--- config.mk ---
export PLATFORM = sky130hd
export DESIGN_NAME = script_lexer
export DESIGN_NICKNAME = d
export VERILOG_FILES = /design/src/rtl/slx_pkg.sv /design/src/rtl/slx_front.sv /design/src/rtl/slx_queue.sv /design/src/rtl/slx_back.sv /design/src/rtl/script_lexer.sv
export SDC_FILE = /design/constraint.sdc
export NUM_CORES = 2
export LEC_CHECK = 0
export ABC_AREA = 1
export BUFFER_PORTS_ARGS = -buffer_cell sky130_fd_sc_hd__buf_2
export CAP_MARGIN = 5
export CORE_UTILIZATION = 25
export DETAILED_ROUTE_END_ITERATION = 8
export PLACE_DENSITY = 0.38
export SLEW_MARGIN = 20
export SYNTH_ARGS = -nofsm -noshare
export SYNTH_HDL_FRONTEND = slang
export SYNTH_HIERARCHICAL = 1
export SYNTH_SLANG_ARGS = --single-unit
--- constraint.sdc ---
create_clock -name clk -period 35.1 [get_ports clk]
set_clock_uncertainty 0.1 [all_clocks]
set_input_delay 5.265 -clock clk [delete_from_list [all_inputs] [get_ports clk]]
set_output_delay 5.265 -clock clk [all_outputs]
set_load 0.05 [all_outputs]
--- src/rtl/slx_pkg.sv ---
`timescale 1ns / 1ps
// ----------------------------------------------------------------------------
// slx_pkg - shared types and tables for the script lexer
// Token and bundle formats, token kind codes, keyword matching.
// ----------------------------------------------------------------------------
package slx_pkg;

  localparam int COUNT_WIDTH_DEF = 16;
  localparam int KW_MAX_LEN_DEF  = 6;
  localparam int BUNDLE_TOKENS   = 4;

  localparam logic [5:0] K_DOT      = 6'd5;
  localparam logic [5:0] K_SLASH    = 6'd9;
  localparam logic [5:0] K_BANG     = 6'd11;
  localparam logic [5:0] K_EQUAL    = 6'd13;
  localparam logic [5:0] K_GREATER  = 6'd15;
  localparam logic [5:0] K_LESS     = 6'd17;
  localparam logic [5:0] K_IDENT    = 6'd19;
  localparam logic [5:0] K_NUMBER   = 6'd20;
  localparam logic [5:0] K_KEYWORD0 = 6'd21;
  localparam logic [5:0] K_ERROR    = 6'd37;
  localparam logic [5:0] K_END      = 6'd38;

  typedef struct packed {
    logic [5:0]  kind;
    logic [15:0] start;
    logic [15:0] len;
    logic [15:0] line;
  } tok_t;

  // all tokens caused by one source byte, in emission order
  typedef struct packed {
    tok_t [BUNDLE_TOKENS-1:0] tok;
    logic [2:0]               cnt;
  } bundle_t;

  localparam logic [63:0] KW_PACK [16] = '{
    64'h616E64, 64'h636C617373, 64'h656C7365, 64'h66616C7365,
    64'h66756E, 64'h666F72, 64'h6966, 64'h6E696C,
    64'h6F72, 64'h7072696E74, 64'h72657475726E, 64'h7375706572,
    64'h74686973, 64'h74727565, 64'h766172, 64'h7768696C65};
  localparam logic [3:0] KW_LEN [16] = '{
    4'd3, 4'd5, 4'd4, 4'd5, 4'd3, 4'd3, 4'd2, 4'd3,
    4'd2, 4'd5, 4'd6, 4'd5, 4'd4, 4'd4, 4'd3, 4'd5};

  function automatic logic [5:0] kw_kind(input logic [63:0] pre, input logic [3:0] len);
    logic [5:0] k;
    k = K_IDENT;
    for (int i = 0; i < 16; i++) begin
      if (len == KW_LEN[i] && pre == KW_PACK[i]) k = K_KEYWORD0 + 6'(i);
    end
    return k;
  endfunction

  function automatic logic [5:0] op_kind(input logic [7:0] c);
    case (c)
      "=":     return K_EQUAL;
      "!":     return K_BANG;
      "<":     return K_LESS;
      ">":     return K_GREATER;
      default: return K_SLASH;
    endcase
  endfunction

endpackage

--- src/rtl/slx_front.sv ---
`timescale 1ns / 1ps
// ----------------------------------------------------------------------------
// slx_front - byte scanner
// Classifies one byte per cycle while accept is high; builds its token bundle.
// ----------------------------------------------------------------------------
module slx_front import slx_pkg::*; #(
  parameter int COUNT_WIDTH     = COUNT_WIDTH_DEF,
  parameter int KEYWORD_MAX_LEN = KW_MAX_LEN_DEF
) (
  input  logic       clk,
  input  logic       rst,
  input  logic       accept,
  input  logic [7:0] char_code,
  input  logic       end_of_source,
  output logic       push,
  output bundle_t    bundle
);

  localparam int CW = COUNT_WIDTH;
  localparam int PW = 8 * KEYWORD_MAX_LEN;

  typedef enum logic [2:0] {
    M_IDLE, M_WORD, M_NUM, M_NUMDOT, M_FRAC, M_CMT, M_OP
  } mode_t;

  mode_t         mode, mode_next;
  logic [7:0]    pend, pend_next;
  logic [PW-1:0] prefix, prefix_next;
  logic [CW-1:0] tstart, tstart_next;
  logic [CW-1:0] tlen, tlen_next;
  logic [CW-1:0] lcnt, lcnt_next;
  logic [CW-1:0] bpos, bpos_next;

  function automatic logic [CW-1:0] sat(input logic [CW-1:0] a, input logic [CW-1:0] b);
    logic [CW:0] s;
    s = {1'b0, a} + {1'b0, b};
    return s[CW] ? {CW{1'b1}} : s[CW-1:0];
  endfunction

  function automatic logic [15:0] clamp(input logic [CW-1:0] v);
    logic [31:0] w;
    w = 32'(v);
    return (w > 32'hFFFF) ? 16'hFFFF : w[15:0];
  endfunction

  function automatic logic [5:0] wkind(input logic [PW-1:0] pre, input logic [CW-1:0] len);
    logic [3:0] l;
    l = (len > CW'(15)) ? 4'd15 : len[3:0];
    return kw_kind(64'(pre), l);
  endfunction

  function automatic tok_t mk(input logic [5:0] k, input logic [CW-1:0] s,
                              input logic [CW-1:0] l, input logic [CW-1:0] ln);
    tok_t t;
    t.kind  = k;
    t.start = clamp(s);
    t.len   = clamp(l);
    t.line  = clamp(ln);
    return t;
  endfunction

  always_comb begin
    logic       fall;
    logic [2:0] n;
    logic [7:0] c;
    fall        = 1'b0;
    n           = 3'd0;
    c           = char_code;
    bundle      = '0;
    mode_next   = mode;
    pend_next   = pend;
    prefix_next = prefix;
    tstart_next = tstart;
    tlen_next   = tlen;
    lcnt_next   = lcnt;
    bpos_next   = sat(bpos, CW'(1));

    case (mode)
      M_CMT: begin
        if (c == 8'h0A) begin
          lcnt_next = sat(lcnt, CW'(1));
          mode_next = M_IDLE;
        end
      end
      M_OP: begin
        if (pend == "/" && c == "/") begin
          mode_next = M_CMT;
        end else if (pend != "/" && c == "=") begin
          bundle.tok[n[1:0]] = mk(op_kind(pend) + 6'd1, tstart, CW'(2), lcnt);
          n = n + 3'd1;
          mode_next = M_IDLE;
        end else begin
          fall = 1'b1;
        end
      end
      M_WORD: begin
        if (c inside {["a":"z"], ["A":"Z"], ["0":"9"], "_"}) begin
          if (tlen < CW'(KEYWORD_MAX_LEN)) prefix_next = {prefix[PW-9:0], c};
          tlen_next = sat(tlen, CW'(1));
        end else begin
          fall = 1'b1;
        end
      end
      M_NUM: begin
        if (c inside {["0":"9"]}) tlen_next = sat(tlen, CW'(1));
        else if (c == ".")       mode_next = M_NUMDOT;
        else                     fall = 1'b1;
      end
      M_NUMDOT: begin
        if (c inside {["0":"9"]}) begin
          tlen_next = sat(tlen, CW'(2));
          mode_next = M_FRAC;
        end else begin
          fall = 1'b1;
        end
      end
      M_FRAC: begin
        if (c inside {["0":"9"]}) tlen_next = sat(tlen, CW'(1));
        else                     fall = 1'b1;
      end
      default: fall = 1'b1;
    endcase

    if (fall) begin
      // close whatever was open, then scan the byte from idle
      case (mode)
        M_WORD: begin
          bundle.tok[n[1:0]] = mk(wkind(prefix, tlen), tstart, tlen, lcnt);
          n = n + 3'd1;
        end
        M_NUM, M_FRAC: begin
          bundle.tok[n[1:0]] = mk(K_NUMBER, tstart, tlen, lcnt);
          n = n + 3'd1;
        end
        M_NUMDOT: begin
          bundle.tok[n[1:0]] = mk(K_NUMBER, tstart, tlen, lcnt);
          n = n + 3'd1;
          bundle.tok[n[1:0]] = mk(K_DOT, sat(tstart, tlen), CW'(1), lcnt);
          n = n + 3'd1;
        end
        M_OP: begin
          bundle.tok[n[1:0]] = mk(op_kind(pend), tstart, CW'(1), lcnt);
          n = n + 3'd1;
        end
        default: ;
      endcase
      mode_next = M_IDLE;
      case (c) inside
        8'h0A: lcnt_next = sat(lcnt, CW'(1));
        " ", 8'h0D, 8'h09: ;
        "(", ")", "{", "}", ",", ".", "-", "+", ";", "*": begin
          case (c)
            "(":     bundle.tok[n[1:0]] = mk(6'd0, bpos, CW'(1), lcnt);
            ")":     bundle.tok[n[1:0]] = mk(6'd1, bpos, CW'(1), lcnt);
            "{":     bundle.tok[n[1:0]] = mk(6'd2, bpos, CW'(1), lcnt);
            "}":     bundle.tok[n[1:0]] = mk(6'd3, bpos, CW'(1), lcnt);
            ",":     bundle.tok[n[1:0]] = mk(6'd4, bpos, CW'(1), lcnt);
            ".":     bundle.tok[n[1:0]] = mk(K_DOT, bpos, CW'(1), lcnt);
            "-":     bundle.tok[n[1:0]] = mk(6'd6, bpos, CW'(1), lcnt);
            "+":     bundle.tok[n[1:0]] = mk(6'd7, bpos, CW'(1), lcnt);
            ";":     bundle.tok[n[1:0]] = mk(6'd8, bpos, CW'(1), lcnt);
            default: bundle.tok[n[1:0]] = mk(6'd10, bpos, CW'(1), lcnt);
          endcase
          n = n + 3'd1;
        end
        "=", "!", "<", ">", "/": begin
          mode_next   = M_OP;
          pend_next   = c;
          tstart_next = bpos;
        end
        "\"": mode_next = M_CMT;
        ["0":"9"]: begin
          mode_next   = M_NUM;
          tstart_next = bpos;
          tlen_next   = CW'(1);
        end
        ["a":"z"], ["A":"Z"], "_": begin
          mode_next   = M_WORD;
          tstart_next = bpos;
          tlen_next   = CW'(1);
          prefix_next = PW'(c);
        end
        default: begin
          bundle.tok[n[1:0]] = mk(K_ERROR, bpos, CW'(1), lcnt);
          n = n + 3'd1;
        end
      endcase
    end

    if (end_of_source) begin
      case (mode_next)
        M_WORD: begin
          bundle.tok[n[1:0]] = mk(wkind(prefix_next, tlen_next), tstart_next, tlen_next,
                                  lcnt_next);
          n = n + 3'd1;
        end
        M_NUM, M_FRAC: begin
          bundle.tok[n[1:0]] = mk(K_NUMBER, tstart_next, tlen_next, lcnt_next);
          n = n + 3'd1;
        end
        M_NUMDOT: begin
          bundle.tok[n[1:0]] = mk(K_NUMBER, tstart_next, tlen_next, lcnt_next);
          n = n + 3'd1;
          bundle.tok[n[1:0]] = mk(K_DOT, sat(tstart_next, tlen_next), CW'(1), lcnt_next);
          n = n + 3'd1;
        end
        M_OP: begin
          bundle.tok[n[1:0]] = mk(op_kind(pend_next), tstart_next, CW'(1), lcnt_next);
          n = n + 3'd1;
        end
        default: ;
      endcase
      bundle.tok[n[1:0]] = mk(K_END, bpos_next, '0, lcnt_next);
      n = n + 3'd1;
      mode_next   = M_IDLE;
      pend_next   = '0;
      prefix_next = '0;
      tstart_next = '0;
      tlen_next   = '0;
      lcnt_next   = '0;
      bpos_next   = '0;
    end
    bundle.cnt = n;
  end

  assign push = accept && (bundle.cnt != 3'd0);

  always_ff @(posedge clk) begin
    if (rst) begin
      mode   <= M_IDLE;
      pend   <= '0;
      prefix <= '0;
      tstart <= '0;
      tlen   <= '0;
      lcnt   <= '0;
      bpos   <= '0;
    end else if (accept) begin
      mode   <= mode_next;
      pend   <= pend_next;
      prefix <= prefix_next;
      tstart <= tstart_next;
      tlen   <= tlen_next;
      lcnt   <= lcnt_next;
      bpos   <= bpos_next;
    end
  end

endmodule

--- src/rtl/slx_queue.sv ---
`timescale 1ns / 1ps
// ----------------------------------------------------------------------------
// slx_queue - two-entry bundle queue
// Decouples the scanner from the token serializer.
// ----------------------------------------------------------------------------
module slx_queue import slx_pkg::*; (
  input  logic    clk,
  input  logic    rst,
  input  logic    push,
  input  bundle_t wdata,
  input  logic    pop,
  output logic    nonempty,
  output logic    full,
  output bundle_t head
);

  bundle_t    mem [2];
  logic       wr, rd;
  logic [1:0] count;

  assign nonempty = (count != 2'd0);
  assign full     = (count == 2'd2);
  assign head     = mem[rd];

  always_ff @(posedge clk) begin
    if (push) mem[wr] <= wdata;
  end

  always_ff @(posedge clk) begin
    if (rst) begin
      wr    <= 1'b0;
      rd    <= 1'b0;
      count <= 2'd0;
    end else begin
      if (push) wr <= ~wr;
      if (pop)  rd <= ~rd;
      count <= count + 2'(push) - 2'(pop);
    end
  end

endmodule

--- src/rtl/slx_back.sv ---
`timescale 1ns / 1ps
// ----------------------------------------------------------------------------
// slx_back - token serializer
// Sends the tokens of each bundle one beat at a time through an output register.
// ----------------------------------------------------------------------------
module slx_back import slx_pkg::*; (
  input  logic        clk,
  input  logic        rst,
  input  logic        q_valid,
  input  bundle_t     head,
  output logic        pop,
  output logic        out_valid,
  input  logic        out_ready,
  output logic [5:0]  token_kind,
  output logic [15:0] start_offset,
  output logic [15:0] lexeme_length,
  output logic [15:0] line_number,
  output logic        last_in_run
);

  logic [1:0] idx;
  logic       load, last;
  tok_t       cur;

  assign load = q_valid && (!out_valid || out_ready);
  assign last = ((3'(idx) + 3'd1) == head.cnt);
  assign pop  = load && last;
  assign cur  = head.tok[idx];

  always_ff @(posedge clk) begin
    if (rst) begin
      out_valid <= 1'b0;
      idx       <= 2'd0;
    end else begin
      if (load)           out_valid <= 1'b1;
      else if (out_ready) out_valid <= 1'b0;
      if (load) idx <= last ? 2'd0 : idx + 2'd1;
    end
  end

  always_ff @(posedge clk) begin
    if (load) begin
      token_kind    <= cur.kind;
      start_offset  <= cur.start;
      lexeme_length <= cur.len;
      line_number   <= cur.line;
      last_in_run   <= last;
    end
  end

`ifndef SYNTHESIS
  a_idx_in_bundle: assert property (@(posedge clk) disable iff (rst)
    q_valid |-> (3'(idx) < head.cnt)) else $error("token index past bundle");
  a_bundle_nonempty: assert property (@(posedge clk) disable iff (rst)
    q_valid |-> (head.cnt != 3'd0)) else $error("empty bundle queued");
  a_pop_rewinds: assert property (@(posedge clk) disable iff (rst)
    pop |=> (idx == 2'd0)) else $error("index not rewound after bundle");
  a_load_valid: assert property (@(posedge clk) disable iff (rst)
    load |=> out_valid) else $error("loaded beat not presented");
`endif

endmodule

--- src/rtl/script_lexer.sv ---
`timescale 1ns / 1ps
// ----------------------------------------------------------------------------
// script_lexer - streaming Lox scanner
// Source bytes in, tokens (kind, offset, length, line) out.
// ----------------------------------------------------------------------------
//  channel | handshake           | payload
//  in      | in_valid/in_ready   | char_code, end_of_source
//  out     | out_valid/out_ready | token_kind, start_offset, lexeme_length,
//          |                     | line_number, last_in_run
//
// One source byte is taken per cycle while the queue has a free slot; its
// tokens (zero to four) leave one beat per cycle while out_ready is high.
// Scanner state updates in the cycle a byte is taken; its tokens pass through
// the queue, then the output register. A two-bundle queue lets input flow while
// the output stalls, until full. Synchronous reset clears all control state.
// ----------------------------------------------------------------------------
module script_lexer import slx_pkg::*; #(
  parameter int COUNT_WIDTH     = COUNT_WIDTH_DEF,
  parameter int KEYWORD_MAX_LEN = KW_MAX_LEN_DEF
) (
  input  logic        clk,
  input  logic        rst,
  input  logic        in_valid,
  output logic        in_ready,
  input  logic [7:0]  char_code,
  input  logic        end_of_source,
  output logic        out_valid,
  input  logic        out_ready,
  output logic [5:0]  token_kind,
  output logic [15:0] start_offset,
  output logic [15:0] lexeme_length,
  output logic [15:0] line_number,
  output logic        last_in_run
);

  logic    push, pop, q_valid, q_full;
  bundle_t bundle, head;

  // front accepts whenever the queue has a free slot
  assign in_ready = !q_full;

  slx_front #(
    .COUNT_WIDTH    (COUNT_WIDTH),
    .KEYWORD_MAX_LEN(KEYWORD_MAX_LEN)
  ) u_front (
    .clk          (clk),
    .rst          (rst),
    .accept       (in_valid && in_ready),
    .char_code    (char_code),
    .end_of_source(end_of_source),
    .push         (push),
    .bundle       (bundle)
  );

  slx_queue u_queue (
    .clk     (clk),
    .rst     (rst),
    .push    (push),
    .wdata   (bundle),
    .pop     (pop),
    .nonempty(q_valid),
    .full    (q_full),
    .head    (head)
  );

  slx_back u_back (
    .clk          (clk),
    .rst          (rst),
    .q_valid      (q_valid),
    .head         (head),
    .pop          (pop),
    .out_valid    (out_valid),
    .out_ready    (out_ready),
    .token_kind   (token_kind),
    .start_offset (start_offset),
    .lexeme_length(lexeme_length),
    .line_number  (line_number),
    .last_in_run  (last_in_run)
  );

endmodule
# After elaboration in Yosys (flattened, before gate mapping)
# Memory sizes are Yosys's and may differ from the RTL's. A register that Yosys moved wholly into a read port is not among the register bits.
# Cells that the tools add are included.
# totals
register_bits	185
ram_bits	438
inputBits	13
out_inout_bits	57
memories	1
# memory_table
name	words	word_bits	read_ports	rd_ports_with_merged_regs	write_ports	line	source
u_queue.mem	2	219	1	1	1	slx_queue.sv:17	bundle_t mem [2];
# classes
n_addsub	17
order_cmp	22
n_eq_ne	86
muxes	196
n_bitwise	2
n_reduce_logical	63
# op_table
op	count
$bwmux 216	20
$mux 216	11
$pmux 216 s9	1
$pmux 216 s4	2
$demux 54 s2	6
$mux 48	12
$mux 54	10
$mux 16	33
$eq 48x23->1 const B	10
$eq 48x39->1 const B	10
$eq 48x31->1 const B	6
$eq 48x15->1 const B	4
$eq 8x6->1 const B	24
$mux 6	21
$bmux 54 s2	1
$eq 48x47->1 const B	2
$mux 3	31
$mux 4	18
$add 16x1->17 const B	3
$mux 8	6
$pmux 16 s3	1
$logic_and 1x1->1	47
$pmux 5 s4	2
$add 16x16->17	2
44 further kinds	103

# Logic depth before layout (Yosys ltp)
# depth
ltp_word	40
ltp_mapped	42

# Hierarchy
# The synthesis kept the hierarchy.
# by_module_without_submodules
module	instances	cells_each	area_per_inst_um2	seq_area_each_um2
slx_front	1	3728	20020.5	2462.4
slx_queue	1	712	16165.5	13252.7
slx_back	1	395	3360.7	1711.6
script_lexer	1	3	13.8	0.0

# Least setup slack after synthesis
# Ideal clock, no wire load.
# synth_timing
kind	in2reg
from	input char_code[3]
to	memory u_queue/mem[0][0] (netlist bit), enable pin
setup_time_ps	801
t_arrival_ps	17875
required_ps	34199
slack_ps	16324
cell_stages	31
path_buffers	4
cell_sequence	buf_4 > nand2_2 > inv_2 > nand2_1 > inv_1 > nand2_1 > nand2_1 > nor2_2 > nand2_1 > nor2_1 > nor2_1 > nor2_4 > nand2_2 > nor2_2 > inv_1 > nand2_4 > nor2_8 > inv_4 > buf_2 > clkbuf_1 > o22ai_1 > inv_1 > ha_1 > nor2_1 > clkbuf_1 > nand2_1 > o21ai_1 > o21bai_1 > a21oi_1 > inv_1 > nor2_1
# synth_via
elab_chain_cells	28
word_cells_on_any_way	91
cone_classes	add/sub (6); order compare (6); eq/ne (26); mux (40); reduce/logical (13)
# synth_lines
item	line	source
start, declared	script_lexer.sv:25	input logic [7:0] char_code,
$eq 8x6->1	slx_front.sv:88	end else if (pend != "/" && c == "=") begin
$logic_and 1x1->1	slx_front.sv:88	
$mux 1	slx_front.sv:88	
$mux 1	slx_front.sv:86	if (pend == "/" && c == "/") begin
$mux 1	slx_front.sv:78	case (mode)
$add 1x1->2	-	
$add 3x1->3	slx_front.sv:139	n = n + 3'd1;
$pmux 3 s2	slx_front.sv:126	case (mode)
(+13 left out)	-	
$mux 3	slx_front.sv:190	if (end_of_source) begin
$add 3x1->3	slx_front.sv:214	n = n + 3'd1;
$mux 3 *	slx_front.sv:190	
$reduce_bool 3->1 *	slx_front.sv:226	assign push = accept && (bundle.cnt != 3'd0);
$logic_and 1x1->1 *	slx_front.sv:226	
via push	script_lexer.sv:36	logic push, pop, q_valid, q_full;
$mux 1 *	slx_queue.sv:26	if (push) mem[wr] <= wdata;
$mux 1 (not written as such) *	slx_queue.sv:26	
end, declared	slx_queue.sv:17	
# The timed path passes the listed nets; every way through them passes the cells marked *. The select of a mux whose other input is x is not followed.

# Final worst setup path
# layout_timing
from	input char_code[6]
to	memory u_queue/mem[0][20] (netlist bit), enable pin
# Same word-level chain as after synthesis.

==> key figures <==
Finish
  • Antenna diodes: 0
  • Fin util: 0.284
  • # fillers: 16848
  • Synth-to-layout area growth: 12.2%
  • # nets final: 4871
  • Layout cell share with drive strength beyond 1: 0.136
  • Final instance area: 0.0444 mm^2

CTS
  • CTS Root Cell: clkbuf_16
  • Worst-skew pair later-pin latency: 710 ps
  • Post-CTS setup buffer count: 0
  • Hold buffers post-CTS: 0
  • Clock slew at reported path FFs: 60 ps
  • H-tree depth: 3
  • Inserted Clock Buffers: 82
  • CTS-repair resized insts: 0
  • Clock Sinks: 624
  • Clk buf depth: 3
  • CTS tree: yes

Floorplan
  • Core Region: 0.157 mm^2
  • Die ar.: 0.160 mm^2
  • # IOs: 70
  • Initial Util: 0.253
  • Row Count: 145
  • Chip width: 400 um
  • Chip height: 400 um

STA
  • Slew Viols, Final: 0
  • Fin Setup TNS: 0 ps
  • Final-report setup violation count: 0
  • Slew headroom: 0.241
  • Fin crit share: 0.363
  • Peak Freq: 78.5 MHz
  • Slew at the pin closest to its max-slew limit: 1140 ps
  • Final hold vios: 0
  • RSZ-0062 raised after global routing: no
  • Minimum clock period after layout: 12740 ps

Logic synthesis
  • Yosys top cell by area: edfxtp_1
  • Main synth FF type: edfxtp_1
  • Post-synth top area share: 0.374
  • Ys Warns: 6
  • Top post-synthesis cells by area: edfxtp_1 (37%), nand2_1 (8.8%), dfxtp_1 (6.6%), mux2_2 (6.2%), nor2_1 (4.8%)
  • Most frequent cell after synthesis: nand2_1
  • Post-synthesis async set-or-reset flop share: 0
  • Syn nets: 4907
  • Cells after synthesis: 4838
  • Synth unique cells: 75
  • Mapped Area: 0.0396 mm^2
  • Commonest cells in the netlist: nand2_1 (928), nor2_1 (503), edfxtp_1 (493), inv_1 (445), o21ai_0 (332)
  • Synthesized flop and latch total: 624
  • Syn avg cell area: 8.18 um^2
  • Post-synthesis sequential area ratio: 0.441
  • Number of synthesized flops with an enable pin: 493

Power and ir drop
  • Combinational fraction of design power: 0.348
  • P per Cell Area: 66.0 mW/mm^2
  • Sw Share: 0.399
  • Flop pwr share: 0.360
  • Clock share of power: 0.292
  • Pint: 1.76 mW
  • P_sw: 1.17 mW
  • Leakage: 16.4 nW
  • VDD IR max: 0.0390 mV

Worst hold path
  • Hold Path Class: reg2reg
  • Min-Delay Path Depth: 2
  • Worst hold start: u_front/prefix[40]
  • WHS Endpoint: u_front/prefix[40]

GRT
  • Largest net degree at the start of global routing: 130
  • Vias in the first global route: 34341
  • First-pass GRT wire length: 246000 um
  • Global-route usage over all layers: 0.209
  • Initial antenna violation count: 3
  • Remaining global-route overflow: 0

Setup path
  • Delay of the slowest critical-path stage: 800 ps
  • Crit Path Class: in2reg
  • R2R setup slack: 26560 ps
  • CP max FO: 129
  • Critical Path Start: char_code[6]
  • Kind of start point of the critical path: input pin
  • WP data arrival: 12950 ps
  • Worst Reg2Reg Path Length in Cells: 24
  • Worst path slowest cell: buf_4
  • Critical Path RT: 35320 ps
  • Worst setup EP type: flop
  • FF-to-FF End: u_queue/mem[0][20]
  • RR Startpoint: u_front/mode[1]

Route
  • Final ANT Viol Nets: 0
  • Met3 Wirelength: 10200 um
  • WL/cell: 24.5 um
  • Met2 WL: 77800 um
  • Uppermost layer routed: met5
  • Via Count: 36216
  • Final wirelength: 170000 um
  • Pre-antenna DRT Iters: 8
  • WL met1: 77800 um
  • DR iter-0 viols: 3701
  • Via density: 5.23
  • DRC: 0

Placement
  • Buffers on Ports: 69
  • Dpl cell area: 0.0417 mm^2
  • Post-detail-place hpwl: 118000 um
  • Routability cong.: 0.924

Status
  • Status: completed

Job
  • Max Cap Violations: 0
-- metal layers --
metal,global-route usage,vias to the layer above
li1,-,16817
met1,0.289,17819
met2,0.336,1339
met3,0.0309,237
met4,0.0555,4
met5,0,-
-- metrics by stage --
step	std cells	worst slack, ps	hold slack [ps]	power [mW]
2_1_floorplan	4838	16320	345	1.76
3_3_place_gp	6776	21870	352	2.11
3_5_place_dp	6776	21870	359	2.10
4_1_cts	6930	22590	368	2.97
5_1_grt	6930	21710	387	3.07
6_report	6930	22360	367	2.93
-- sequential cells by signal, indices dropped and copies added, names as in the netlist, named ones only --
signal / flops
u_queue/mem: 438
u_front/prefix: 48
u_back/lexeme_length: 16
u_back/line_number: 16
u_back/start_offset: 16
u_front/bpos: 16
u_front/lcnt: 16
u_front/tlen: 16
u_front/tstart: 16
u_front/pend: 8
u_back/token_kind: 6
u_front/mode: 3
u_back/idx: 2
u_queue/count: 2
u_back/last_in_run: 1
u_back/out_valid: 1
u_queue/rd: 1
u_queue/wr: 1
-- kinds of logic after synthesis --
family | after synthesis | share of synthesized area
DFF | 624 | 0.441
adders and majority gates | 56 | 0.0181
buffers and inverters | 775 | 0.0856
muxes | 219 | 0.0623
AOI/OAI and AO/OA | 1084 | 0.160
and+or+nand+nor | 2052 | 0.228
xor gates and xnor gates | 28 | 0.00620
-- how the worst max path moves through the flow --
| stage | endpoint | depth (start not counted) |
|---|---|---|
| finish | u_queue/mem[0][20] | 25 |
| global route | u_queue/mem[0][157] | 42 |
| CTS | u_queue/mem[0][157] | 39 |
| detailed placement | u_queue/mem[0][90] | 25 |
| global placement | u_queue/mem[0][211] | 42 |
| floorplan | u_queue/mem[0][0] | 31 |
-- final cells by class --
cell class              count  area (um^2)  area share
multi-input cells        3439        18800       0.423
well taps                2058         2570      0.0580
clock inverters            43          478      0.0108
inverters                 513         1940      0.0438
flip-flops and latches    624        17400       0.393
clock buffers             111         2240      0.0505
repair buffers            142          936      0.0211
-- cells in the final DEF (no fill, tap or decap), drive strengths merged, types with 15 or more instances in the layout --
cell type / synthesis / routed
o2111ai: 21 / 21
xor2: 20 / 20
clkinv: 9 / 37
a31oi: 21 / 21
mux2: 219 / 219
nand4: 76 / 76
o22ai: 106 / 106
a21oi: 273 / 273
nor3: 117 / 117
nor2: 544 / 544
ha: 54 / 54
o21ai: 465 / 465
nand3b: 17 / 17
or2: 15 / 15
inv: 504 / 507
a221oi: 18 / 18
o221ai: 32 / 32
buf: 93 / 142
dfxtp: 131 / 131
nand2: 946 / 946
edfxtp: 493 / 493
o211ai: 44 / 44
nand3: 295 / 295
nor4: 31 / 31
clkbuf: 169 / 111
a22oi: 27 / 27
-- power groups by stage --
| stage | logic [mW] | registers [mW] | clock network [mW] |
|---|---|---|---|
| global placement | 1.04 | 1.07 | 0 |
| finish | 1.02 | 1.06 | 0.855 |
| floorplan | 0.556 | 1.20 | 0 |
| detailed placement | 1.03 | 1.07 | 0 |
| global route | 1.09 | 1.07 | 0.908 |
| CTS | 1.03 | 1.06 | 0.882 |
-- critical path, delay by kind of cell --
kind / cells / cell delay (ps)
compound gates: 5 / 1370
buf+inv: 8 / 3360
simple gates: 11 / 1950
fa+ha+maj: 1 / 450
Note: power is estimated with default switching activity, not from simulation.
